<file path="config.mk">
export PLATFORM = sky130hd
export DESIGN_NAME = csv_field_tokenizer
export DESIGN_NICKNAME = d
export VERILOG_FILES = /design/src/rtl/csvt_pkg.sv /design/src/rtl/csvt_cfg.sv /design/src/rtl/csvt_core.sv /design/src/rtl/csv_field_tokenizer.sv
export SDC_FILE = /design/constraint.sdc
export NUM_CORES = 1
export LEC_CHECK = 0
export BUFFER_PORTS_ARGS = -buffer_cell sky130_fd_sc_hd__buf_4
export CORE_ASPECT_RATIO = 1.2
export CORE_MARGIN = 2
export CORE_UTILIZATION = 49
export DETAILED_ROUTE_END_ITERATION = 12
export GPL_ROUTABILITY_DRIVEN = 1
export GPL_TIMING_DRIVEN = 0
export PLACE_DENSITY = 0.87
export SYNTH_ARGS = -nofsm -noshare
export SYNTH_HDL_FRONTEND = slang
export SYNTH_SLANG_ARGS = --single-unit
</file>
<file path="constraint.sdc">
create_clock -name clk_i -period 2.7 [get_ports clk_i]
set_input_delay 0 -clock clk_i [delete_from_list [all_inputs] [get_ports clk_i]]
set_output_delay 0 -clock clk_i [all_outputs]
set_load 0.03 [all_outputs]
</file>
<file path="src/rtl/csvt_pkg.sv">
package csvt_pkg;

  localparam logic [7:0] QUOTE_CHAR     = 8'h22;
  localparam logic [7:0] NEWLINE_CHAR   = 8'h0A;
  localparam logic [7:0] CR_CHAR        = 8'h0D;
  localparam logic [7:0] DELIMITER_RST  = 8'd44;

  // Configuration address space: 32-bit registers at byte address 4*i.
  localparam int unsigned ADDR_W = 3;
  localparam logic [0:0]  REG_DELIMITER = 1'b0;

  // One result word of the tokenizer.
  typedef struct packed {
    logic       valid;
    logic [7:0] data;
    logic       data_valid;
    logic       field_end;
    logic       row_end;
  } csvt_res_t;

endpackage

</file>
<file path="src/rtl/csvt_cfg.sv">
module csvt_cfg (
  input  logic                         clk_i,
  input  logic                         rst_ni,
  input  logic                         psel,
  input  logic                         penable,
  input  logic                         pwrite,
  input  logic [csvt_pkg::ADDR_W-1:0]  paddr,
  input  logic [31:0]                  pwdata,
  output logic [31:0]                  prdata,
  output logic                         pready,
  output logic [7:0]                   delimiter_o
);
  import csvt_pkg::*;

  logic [7:0] delimiter_q;
  logic [7:0] delimiter_d;
  logic       reg_hit;

  assign pready  = 1'b1;
  assign reg_hit = (paddr[ADDR_W-1] == REG_DELIMITER);

  always_comb begin
    delimiter_d = delimiter_q;
    if (psel && penable && pwrite && pready && reg_hit) begin
      delimiter_d = pwdata[7:0];
    end
  end

  always_ff @(posedge clk_i or negedge rst_ni) begin
    if (!rst_ni) begin
      delimiter_q <= DELIMITER_RST;
    end else begin
      delimiter_q <= delimiter_d;
    end
  end

  assign prdata      = reg_hit ? {24'd0, delimiter_q} : 32'd0;
  assign delimiter_o = delimiter_q;

endmodule

</file>
<file path="src/rtl/csvt_core.sv">
module csvt_core (
  input  logic               clk_i,
  input  logic               rst_ni,
  input  logic               step_en_i,
  input  logic [7:0]         in_byte_i,
  input  logic               end_of_input_i,
  input  logic [7:0]         delimiter_i,
  output csvt_pkg::csvt_res_t res_o
);
  import csvt_pkg::*;

  logic [7:0] held_byte_q, held_byte_d;
  logic       held_valid_q, held_valid_d;
  logic [1:0] kept_count_q, kept_count_d;
  logic       in_quotes_q, in_quotes_d;
  logic       quote_odd_q, quote_odd_d;
  logic       prev_quote_q, prev_quote_d;
  logic       field_seen_q, field_seen_d;

  logic [7:0] c;
  logic       is_quote;
  logic       term;
  logic       carry;

  always_comb begin
    held_byte_d  = held_byte_q;
    held_valid_d = held_valid_q;
    kept_count_d = kept_count_q;
    in_quotes_d  = in_quotes_q;
    quote_odd_d  = quote_odd_q;
    prev_quote_d = prev_quote_q;
    field_seen_d = field_seen_q;
    res_o        = '0;
    c            = end_of_input_i ? NEWLINE_CHAR : in_byte_i;
    is_quote     = (c == QUOTE_CHAR);
    term         = 1'b0;
    carry        = 1'b0;

    if (end_of_input_i && (kept_count_q == 2'd0) && !field_seen_q) begin
      // End of text with nothing pending: drop the row state silently.
      held_byte_d  = '0;
      held_valid_d = 1'b0;
      kept_count_d = '0;
      in_quotes_d  = 1'b0;
      quote_odd_d  = 1'b0;
      prev_quote_d = 1'b0;
      field_seen_d = 1'b0;
    end else if (!end_of_input_i && (c == CR_CHAR)) begin
      // Carriage returns are skipped entirely.
    end else if ((kept_count_q == 2'd0) && !prev_quote_q && is_quote) begin
      // Quote at field start opens quoting.
      in_quotes_d  = 1'b1;
      prev_quote_d = 1'b1;
    end else begin
      if (!((kept_count_q == 2'd0) && !prev_quote_q)) begin
        if (is_quote) begin
          quote_odd_d = !quote_odd_q;
          in_quotes_d = quote_odd_q;
          // Second quote of a pair retracts the first one.
          if (quote_odd_q && (kept_count_q != 2'd0)) begin
            kept_count_d = kept_count_q - 2'd1;
            held_valid_d = 1'b0;
          end
        end else begin
          quote_odd_d = 1'b0;
        end
      end

      term  = end_of_input_i ||
              (((c == delimiter_i) || (c == NEWLINE_CHAR)) && !in_quotes_d);
      carry = held_valid_d && !prev_quote_q;

      if (term) begin
        res_o.valid      = 1'b1;
        res_o.data       = carry ? held_byte_q : 8'd0;
        res_o.data_valid = carry;
        res_o.field_end  = 1'b1;
        res_o.row_end    = (c == NEWLINE_CHAR);
        held_byte_d      = '0;
        held_valid_d     = 1'b0;
        kept_count_d     = '0;
        in_quotes_d      = 1'b0;
        if (c == NEWLINE_CHAR) begin
          quote_odd_d  = 1'b0;
          prev_quote_d = 1'b0;
          field_seen_d = 1'b0;
        end else begin
          prev_quote_d = is_quote;
          field_seen_d = 1'b1;
        end
      end else begin
        if (held_valid_d) begin
          res_o.valid      = 1'b1;
          res_o.data       = held_byte_q;
          res_o.data_valid = 1'b1;
        end
        held_byte_d  = c;
        held_valid_d = 1'b1;
        if (kept_count_d != 2'd2) begin
          kept_count_d = kept_count_d + 2'd1;
        end
        prev_quote_d = is_quote;
      end
    end
  end

  always_ff @(posedge clk_i or negedge rst_ni) begin
    if (!rst_ni) begin
      held_byte_q  <= '0;
      held_valid_q <= 1'b0;
      kept_count_q <= '0;
      in_quotes_q  <= 1'b0;
      quote_odd_q  <= 1'b0;
      prev_quote_q <= 1'b0;
      field_seen_q <= 1'b0;
    end else if (step_en_i) begin
      held_byte_q  <= held_byte_d;
      held_valid_q <= held_valid_d;
      kept_count_q <= kept_count_d;
      in_quotes_q  <= in_quotes_d;
      quote_odd_q  <= quote_odd_d;
      prev_quote_q <= prev_quote_d;
      field_seen_q <= field_seen_d;
    end
  end

endmodule

</file>
<file path="src/rtl/csv_field_tokenizer.sv">
// CSV field tokenizer.
// Input channel: one text byte per word (in_byte_i, end_of_input_i) under
// in_valid_i / in_stall_o. A word with end_of_input_i set closes the text and
// its byte is ignored. Output channel: one result word (content byte with its
// valid flag, field end, row end) under out_valid_o / out_stall_i. Many input
// words give no result word at all (carriage returns, opening quotes, the
// first byte of a field, which is held back one word).
// An accepted word is captured in the input register and processed from there
// into the output register once that register is free or being emptied, and
// its result stays on the outputs until the receiver takes it. Both registers
// advance together, which keeps the throughput at one word per cycle as long
// as the receiver does not stall.
// When the receiver stalls, the output register holds its word, the input
// register fills, and in_stall_o rises until the output word is taken.
// Reset empties both registers, clears all field and quoting state and sets
// the delimiter to a comma. The delimiter is written through the APB port at
// byte address 0 and should only be changed while the block is idle.
module csv_field_tokenizer (
  input  logic                         clk_i,
  input  logic                         rst_ni,
  input  logic                         in_valid_i,
  output logic                         in_stall_o,
  input  logic [7:0]                   in_byte_i,
  input  logic                         end_of_input_i,
  output logic                         out_valid_o,
  input  logic                         out_stall_i,
  output logic [7:0]                   out_byte_o,
  output logic                         out_byte_valid_o,
  output logic                         field_end_o,
  output logic                         row_end_o,
  input  logic                         psel,
  input  logic                         penable,
  input  logic                         pwrite,
  input  logic [csvt_pkg::ADDR_W-1:0]  paddr,
  input  logic [31:0]                  pwdata,
  output logic [31:0]                  prdata,
  output logic                         pready
);
  import csvt_pkg::*;

  logic       in_valid_q;
  logic [7:0] in_byte_q;
  logic       in_eoi_q;
  logic       advance;
  logic [7:0] delimiter;
  csvt_res_t  res;
  csvt_res_t  out_q;

  csvt_cfg u_cfg (
    .clk_i       (clk_i),
    .rst_ni      (rst_ni),
    .psel        (psel),
    .penable     (penable),
    .pwrite      (pwrite),
    .paddr       (paddr),
    .pwdata      (pwdata),
    .prdata      (prdata),
    .pready      (pready),
    .delimiter_o (delimiter)
  );

  // The input word is processed when the output register is free or being
  // emptied in this cycle.
  assign advance    = in_valid_q && (!out_q.valid || !out_stall_i);
  assign in_stall_o = in_valid_q && !advance;

  csvt_core u_core (
    .clk_i          (clk_i),
    .rst_ni         (rst_ni),
    .step_en_i      (advance),
    .in_byte_i      (in_byte_q),
    .end_of_input_i (in_eoi_q),
    .delimiter_i    (delimiter),
    .res_o          (res)
  );

  // Input register.
  always_ff @(posedge clk_i or negedge rst_ni) begin
    if (!rst_ni) begin
      in_valid_q <= 1'b0;
    end else if (!in_stall_o) begin
      in_valid_q <= in_valid_i;
    end
  end

  always_ff @(posedge clk_i) begin
    if (in_valid_i && !in_stall_o) begin
      in_byte_q <= in_byte_i;
      in_eoi_q  <= end_of_input_i;
    end
  end

  // Output register: loaded on every processed word, emptied when taken.
  always_ff @(posedge clk_i or negedge rst_ni) begin
    if (!rst_ni) begin
      out_q <= '0;
    end else if (advance) begin
      out_q <= res;
    end else if (!out_stall_i) begin
      out_q.valid <= 1'b0;
    end
  end

  assign out_valid_o      = out_q.valid;
  assign out_byte_o       = out_q.data;
  assign out_byte_valid_o = out_q.data_valid;
  assign field_end_o      = out_q.field_end;
  assign row_end_o        = out_q.row_end;

  // The input side may only stall while a word waits in the input register.
  a_stall_needs_word : assert property (@(posedge clk_i) disable iff (!rst_ni)
    in_stall_o |-> in_valid_q)
    else $error("input stalled with an empty input register");

  // A row end is always also a field end.
  a_row_end_closes_field : assert property (@(posedge clk_i) disable iff (!rst_ni)
    (out_valid_o && row_end_o) |-> field_end_o)
    else $error("row end without field end");

  // A result word always carries something.
  a_result_not_empty : assert property (@(posedge clk_i) disable iff (!rst_ni)
    out_valid_o |-> (out_byte_valid_o || field_end_o))
    else $error("empty result word");

  // A word that is stalled at the output stays in place.
  a_out_held : assert property (@(posedge clk_i) disable iff (!rst_ni)
    (out_valid_o && out_stall_i) |=> (out_valid_o && $stable(out_byte_o)))
    else $error("stalled output word changed");

endmodule
</file>
======== Word level (Yosys, flattened, before mapping) ========
Index checks and enable logic that the tools add are counted.
cells by class
  $add $sub $neg .......................... 2
  eq/ne operators ......................... 8
  muxes and demuxes ....................... 62
  bitwise operators ....................... 1
  reductions and logical operators ........ 32
operators with widths
  operator                                                count
  2-to-1 mux 8 bit                                        7
  2-to-1 mux 1 bit                                        38
  2-to-1 mux 12 bit                                       3
  2-to-1 mux 2 bit                                        12
  2-to-1 mux 10 bit                                       2
  equality test 8 x 4 -> 1 bit (second input constant)    2
  logical AND 1 bit                                       14
  zero test 1 bit                                         9
  equality test 8 x 6 -> 1 bit (second input constant)    1
  equality test 8 bit                                     1
  inequality test 2 x 1 -> 1 bit (second input constant)  3
  AND reduction 4 bit                                     1
  nonzero test 2 bit                                      2
  logical OR 1 bit                                        3
  AND reduction 3 bit                                     1
  adder 2 x 1 -> 2 bit (second input constant)            1
  zero test 2 bit                                         1
  inequality test 2 bit (second input constant)           1
  AND reduction 2 bit                                     1
  subtractor 2 x 1 -> 2 bit (second input constant)       1
  NOT 1 bit                                               1
word-level totals
  register bits after elaboration ......... 45
  input port bits ......................... 51
  output and inout bits ................... 46
  word-level logic and storage cells ...... 121

======== Longest topological paths before layout ========
  depth in word-level cells ............... 15
  mapped depth ............................ 9
  gate-level depth less buffers ........... 8

======== Hierarchy ========
A second synthesis with hierarchy kept.
unflattened totals
  cells, all modules ...................... 224
  area total of the unflattened synthesis .. 2543.7 um2
modules (own cells, without submodules)
  module               instances  cells an instance  area an instance (um2)  sequential area each (um2)
  csvt_core            1          132                1138.6                  375.4
  csv_field_tokenizer  1          40                 822.0                   595.6
  csvt_cfg             1          52                 583.1                   203.9

======== Worst setup path after synthesis ========
Ideal clock, no wire load.
  kind .................................... register to register
  start ................................... register in_byte_q[0]
  end ..................................... register u_core.kept_count_q[1]
  library setup time ...................... 0.137 ns
  arrival time ............................ 2.116 ns
  required time ........................... 2.563 ns
  path slack .............................. 0.447 ns
  stages on the path, launching flop included .. 9
  buffers on the path ..................... 0
  period minus slack after synthesis ...... 2.253 ns
  cell sequence ........................... edfxtp_1 nor3b_1 and3_1 inv_1 or3_1 mux2_2 ha_1 mux2i_1 a21oi_1
on the way
  cells in the longest elaborated chain, start to end .. 14
  elaborated cells between the ends (all ways) .. 31
  those cells by class .................... 1 x add/sub; 7 x eq/ne; 16 x mux; 7 x reduce/logical
RTL lines
  element                                                        RTL line                   RTL
  start, declared                                                csv_field_tokenizer.sv:42  logic [7:0] in_byte_q;
  start signal, assigned                                         csv_field_tokenizer.sv:88  in_byte_q <= in_byte_i;
  2-to-1 mux 8 bit *                                             csvt_core.sv:34            c = end_of_input_i ? NEWLINE_CHAR : in_byte_i;
  branches (longest 13 deep; another with adder 2 x 1 -> 2 bit)  -
  end signal, assigned                                           csvt_core.sv:119           kept_count_q <= kept_count_d;
  end, declared                                                  csvt_core.sv:14            logic [1:0] kept_count_q, kept_count_d;
Every way passes the cells marked *. The select of a mux whose other input is x is not followed.
A chain may end at the register's enable or synchronous reset.

======== Worst setup path after layout ========
  start ................................... register in_byte_q[1]
  end ..................................... register u_core.kept_count_q[1]
The elaborated chain is that of the path after synthesis.

==> out/results.md <==
| Step | Result | Value |
|:---|:---|:---|
| route | Via-to-Cell Ratio | 5.145 |
| worst setup path | Crit path launch | in_byte_q[1]$_DFFE_PP_ |
| sta | Number of pins with negative max-slew slack in the final report | 0 |
| power and ir drop | Sw power | 1.015 mW |
| synth | Yosys top cell by area | dfrtp_1 |
| synth | Synth async-reset ratio | 80.00% |
| route | First-pass iteration count of the detailed router | 4 |
| synth | Synthesis-stage register bit count | 45 |
| job | Max Cap Violations | 0 |
| grt | Maximum number of pins on one net before global-route repair | 37 |
| floorplan | Initial Util | 50.54% |
| sta | Count of endpoints failing hold in the final timing report | 0 |
| worst setup path | Kind of end point of the critical path | flip-flop |
| finish | Final-stage net count | 377 |
| sta | Worst Max-Slew Pin Slew | 724.5 ps |
| worst setup path | Path depth of the worst reg2reg path | 8 |
| sta | Post-Route Setup TNS | 0 ps |
| clock tree | Clock Tree Buf Depth | 2 |
| min path | Min-delay worst type | input port to flip-flop |
| route | Total Wirelength | 5387 um |
| clock tree | Clock Root Buffer | clkbuf_8 |
| power and ir drop | Part of the power in registers | 41.2% |
| floorplan | Die Area | 5646 um^2 |
| finish | Fillcell total | 370 |
| clock tree | TritonCTS clock tree | built |
| power and ir drop | Clock power frac | 16.0% |
| worst setup path | Critical path class | flip-flop to flip-flop |
| grt | Residual overflow from global routing | 0 |
| synth | Synthesized instance count | 230 |
| floorplan | Area of the core | 4905 um^2 |
| clock tree | Clk Latency, worst-skew pair | 310 ps |
| floorplan | Vert. Die Dim | 81.91 um |
| grt | Antenna violations before repair | 0 |
| route | Violation count after the first detailed-route iteration | 86 |
| sta | Setup skew after layout | 9.523 ps |
| floorplan | Number of top-level pins | 97 |
| power and ir drop | Internal Dissipation | 1.554 mW |
| power and ir drop | Switching share of power | 39.51% |
| synth | Number of unique standard cell types used by synthesis | 47 |
| finish | Antenna fix cells | 0 |
| worst setup path | Capturing instance or port of the critical path | u_core.kept_count_q[1]$_DFFE_PN0P_ |
| worst setup path | Maximum fanout count along the critical path | 5 |
| finish | Combined flip-flop and latch cell area | 1175 um^2 |
| placement | GP Congestion | 0.9142 |
| route | Post-route DRC | 0 |
| grt | GRT Resource Usage Total | 20.79% |
| finish | Final core utilization | 66.71% |
| clock tree | Maximum level of the CTS H-tree | 2 |
| floorplan | Number of rows created at floorplan | 28 |
| synth | Fraction of post-synthesis cell area in the top cell type by area | 33.32% |
| power and ir drop | Worst-case vdd ir drop | 446.5 uV |
| synth | List of most frequent post-synthesis cells | dfrtp_1 (33), buf_4 (26), a21oi_1 (16), nand2_1 (12) |
| worst setup path | Critical Path Source Type | flip-flop |
| synth | Count of yosys warnings during synthesis | 0 |
| worst setup path | Setup slack of the worst register-to-register path | 200 ps |
| sta | Relative slew slack | 51.60% |
| synth | Top flip-flop cell by instance count after synthesis | dfrtp_1 |
| finish | Ratio of cells with drive above 1 in the final layout | 31.08% |
| power and ir drop | Pwr per Cell Area | 785.2 nW/um^2 |
| synth | Netlist Area Pre-Place | 2479 um^2 |
| synth | Post-synth EDFFs | 9 |
| power and ir drop | Comb pwr share | 42.9% |
| sta | Portion of the clock cycle consumed by the worst path in the final layout | 92.71% |
| worst setup path | Capture point of the worst reg-to-reg path | u_core.kept_count_q[1]$_DFFE_PN0P_ |
| sta | Final Setup Violations | 0 |
| worst setup path | Signal arrival time at the worst endpoint | 2670 ps |
| sta | Fin worst setup slack | 196.9 ps |
| power and ir drop | LEAKAGE | 1.521 nW |
| sta | Final worst path period need | 2503 ps |
| finish | Area growth from synthesis to layout | 32.00% |
| synth | Synthesized area per cell | 10.78 um^2 |
| floorplan | Die extent in x | 68.93 um |
| status | Run status | finished clean |
| clock tree | CTS Buf Count | 5 |
| grt | Via count of the first global-routing pass | 1946 |
| placement | Placement Setup Slack | 161.2 ps |
| worst setup path | Reg-to-reg startpoint | in_byte_q[1]$_DFFE_PP_ |
| synth | Sequential cell area fraction in the yosys report | 47.40% |
| route | Antenna Nets Post-Route | 0 |
| sta | Max Clock Freq | 399.5 MHz |
| power and ir drop | Total Power | 2.569 mW |
| clock tree | Clock transition at path regs | 80 ps |
| grt | Global-route wire length before repair | 8673 um |
| synth | Main area contributors after synthesis | dfrtp_1 (33%), edfxtp_1 (11%), buf_4 (7.9%) |
| placement | Count of input and output buffers | 45 |
| route | WL per Instance | 13.99 um |
| placement | Placed wire-length estimate after detailed placement | 3858 um |
| finish | Area taken by multi-input logic gates | 1152 um^2 |
| synth | Most numerous cell in the Yosys netlist | dfrtp_1 |
| worst setup path | Critical path data required time | 2860 ps |
| sta | Unrepaired setup endpoints after global routing | false |
| route | Count of vias placed by the detailed router | 1981 |
| clock tree | Total clock sinks | 45 |
## area by class of cell
type	instances	area share, %
Timing Repair Buffer	64	16.14
Clock inverter	1	0.2294
Clock buffer	7	2.333
Multi-Input combinational cell	166	35.22
Inverter	8	0.9178
Tap cell	60	2.294
Sequential cell	45	35.91
Buffer	34	6.960
## worst min path at each step
stage / startpoint / to / slack (ps) / cells after the start
detailed placement: rst_ni / out_valid_o$_DFFE_PN0P_ / -10 / 1
global placement: rst_ni / out_valid_o$_DFFE_PN0P_ / -20 / 1
floorplan: rst_ni / field_end_o$_DFFE_PN0P_ / -300 / 0
CTS: out_stall_i / out_valid_o$_DFFE_PN0P_ / 130 / 3
global route: out_stall_i / in_valid_q$_DFFE_PN0N_ / 140 / 3
finish: out_stall_i / out_valid_o$_DFFE_PN0P_ / 130 / 3
## kinds of logic (layout without fill, tap and decap cells)
kind of cell	Yosys count	in the layout	synth area share, %
DFF	45	45	47.40
other	2	25	0.3030
adders and majority gates	2	2	1.009
AOI/OAI and AO/OA	57	57	17.26
xor gates and xnor gates	5	5	1.767
and+or+nand+nor	57	57	13.28
buffers and inverters	42	114	10.40
muxes	20	20	8.582
## through the flow
| stage | instances | area [um^2] | hold WS [ps] |
|---|---|---|---|
| floorplan | 253 | 2565 | -295.6 |
| global placement | 358 | 2978 | -18.17 |
| detailed placement | 358 | 2978 | -14.82 |
| CTS | 385 | 3252 | 127.0 |
| global route | 385 | 3272 | 139.1 |
| finish | 385 | 3272 | 127.5 |
## power groups by stage
stage                     clock (mW)  sequential, mW  combinational, mW
after floorplan                    0            1.15              0.648
after CTS                      0.408            1.06               1.10
after global placement             0            1.06               1.03
after global routing           0.448            1.08               1.21
final                          0.410            1.06               1.10
after detailed placement           0            1.07               1.07
## timing repair
item                                    4_1_cts  5_1_grt
endpoints found under the setup margin        0        5
hold buffers                                 19        0
endpoints found under the hold margin        54        0
setup buffers                                 0        0
gates resized for setup                       0        4
## routing by layer
| layer | track usage, % | up-vias | routed length (um) | part of all wire (%) |
|---|---|---|---|---|
| met3 | 5.068 | 7 | 336 | 6.2 |
| met1 | 23.91 | 923 | 2111 | 39 |
| met2 | 36.15 | 76 | 2869 | 53 |
| met4 | 9.020 | 0 | 68 | 1.3 |
| li1 | - | 975 | - | - |
| met5 | 0 | - | 0 | 0 |
## sequential cells by signal, summed over array words and instances, names as in the netlist
| signal | count |
|---|---|
| u_core.in_quotes_q | 1 |
| u_core.kept_count_q | 2 |
| in_eoi_q | 1 |
| u_core.field_seen_q | 1 |
| in_byte_q | 8 |
| field_end_o | 1 |
| row_end_o | 1 |
| out_byte_valid_o | 1 |
| u_core.held_byte_q | 8 |
| u_core.prev_quote_q | 1 |
| out_valid_o | 1 |
| in_valid_q | 1 |
| out_byte_o | 8 |
| u_core.held_valid_q | 1 |
| u_core.quote_odd_q | 1 |
| u_cfg.delimiter_o | 8 |
## critical path, stage by stage, from the launching register on
cell      delay, ps
edfxtp_1        520
nor3b_2         300
and3_1          320
inv_1           100
or3_1           370
mux2_2          290
ha_1            270
mux2i_1         130
a21oi_1          60
## cell usage in the layout, fill, tap and decap left out, drive strengths merged, types with 5 or more instances in the layout
master / Yosys / layout
xnor2: 5 / 5
nor2: 8 / 8
a21boi: 9 / 9
dlygate4sd3: 0 / 19
o21ai: 5 / 5
edfxtp: 9 / 9
buf: 28 / 73
nand2: 12 / 12
mux2: 10 / 10
inv: 8 / 8
dfrtp: 33 / 33
clkbuf: 6 / 13
mux2i: 10 / 10
a41oi: 9 / 9
nor2b: 8 / 8
conb: 2 / 25
a21oi: 17 / 17
Power figures use the tool's default switching activity.
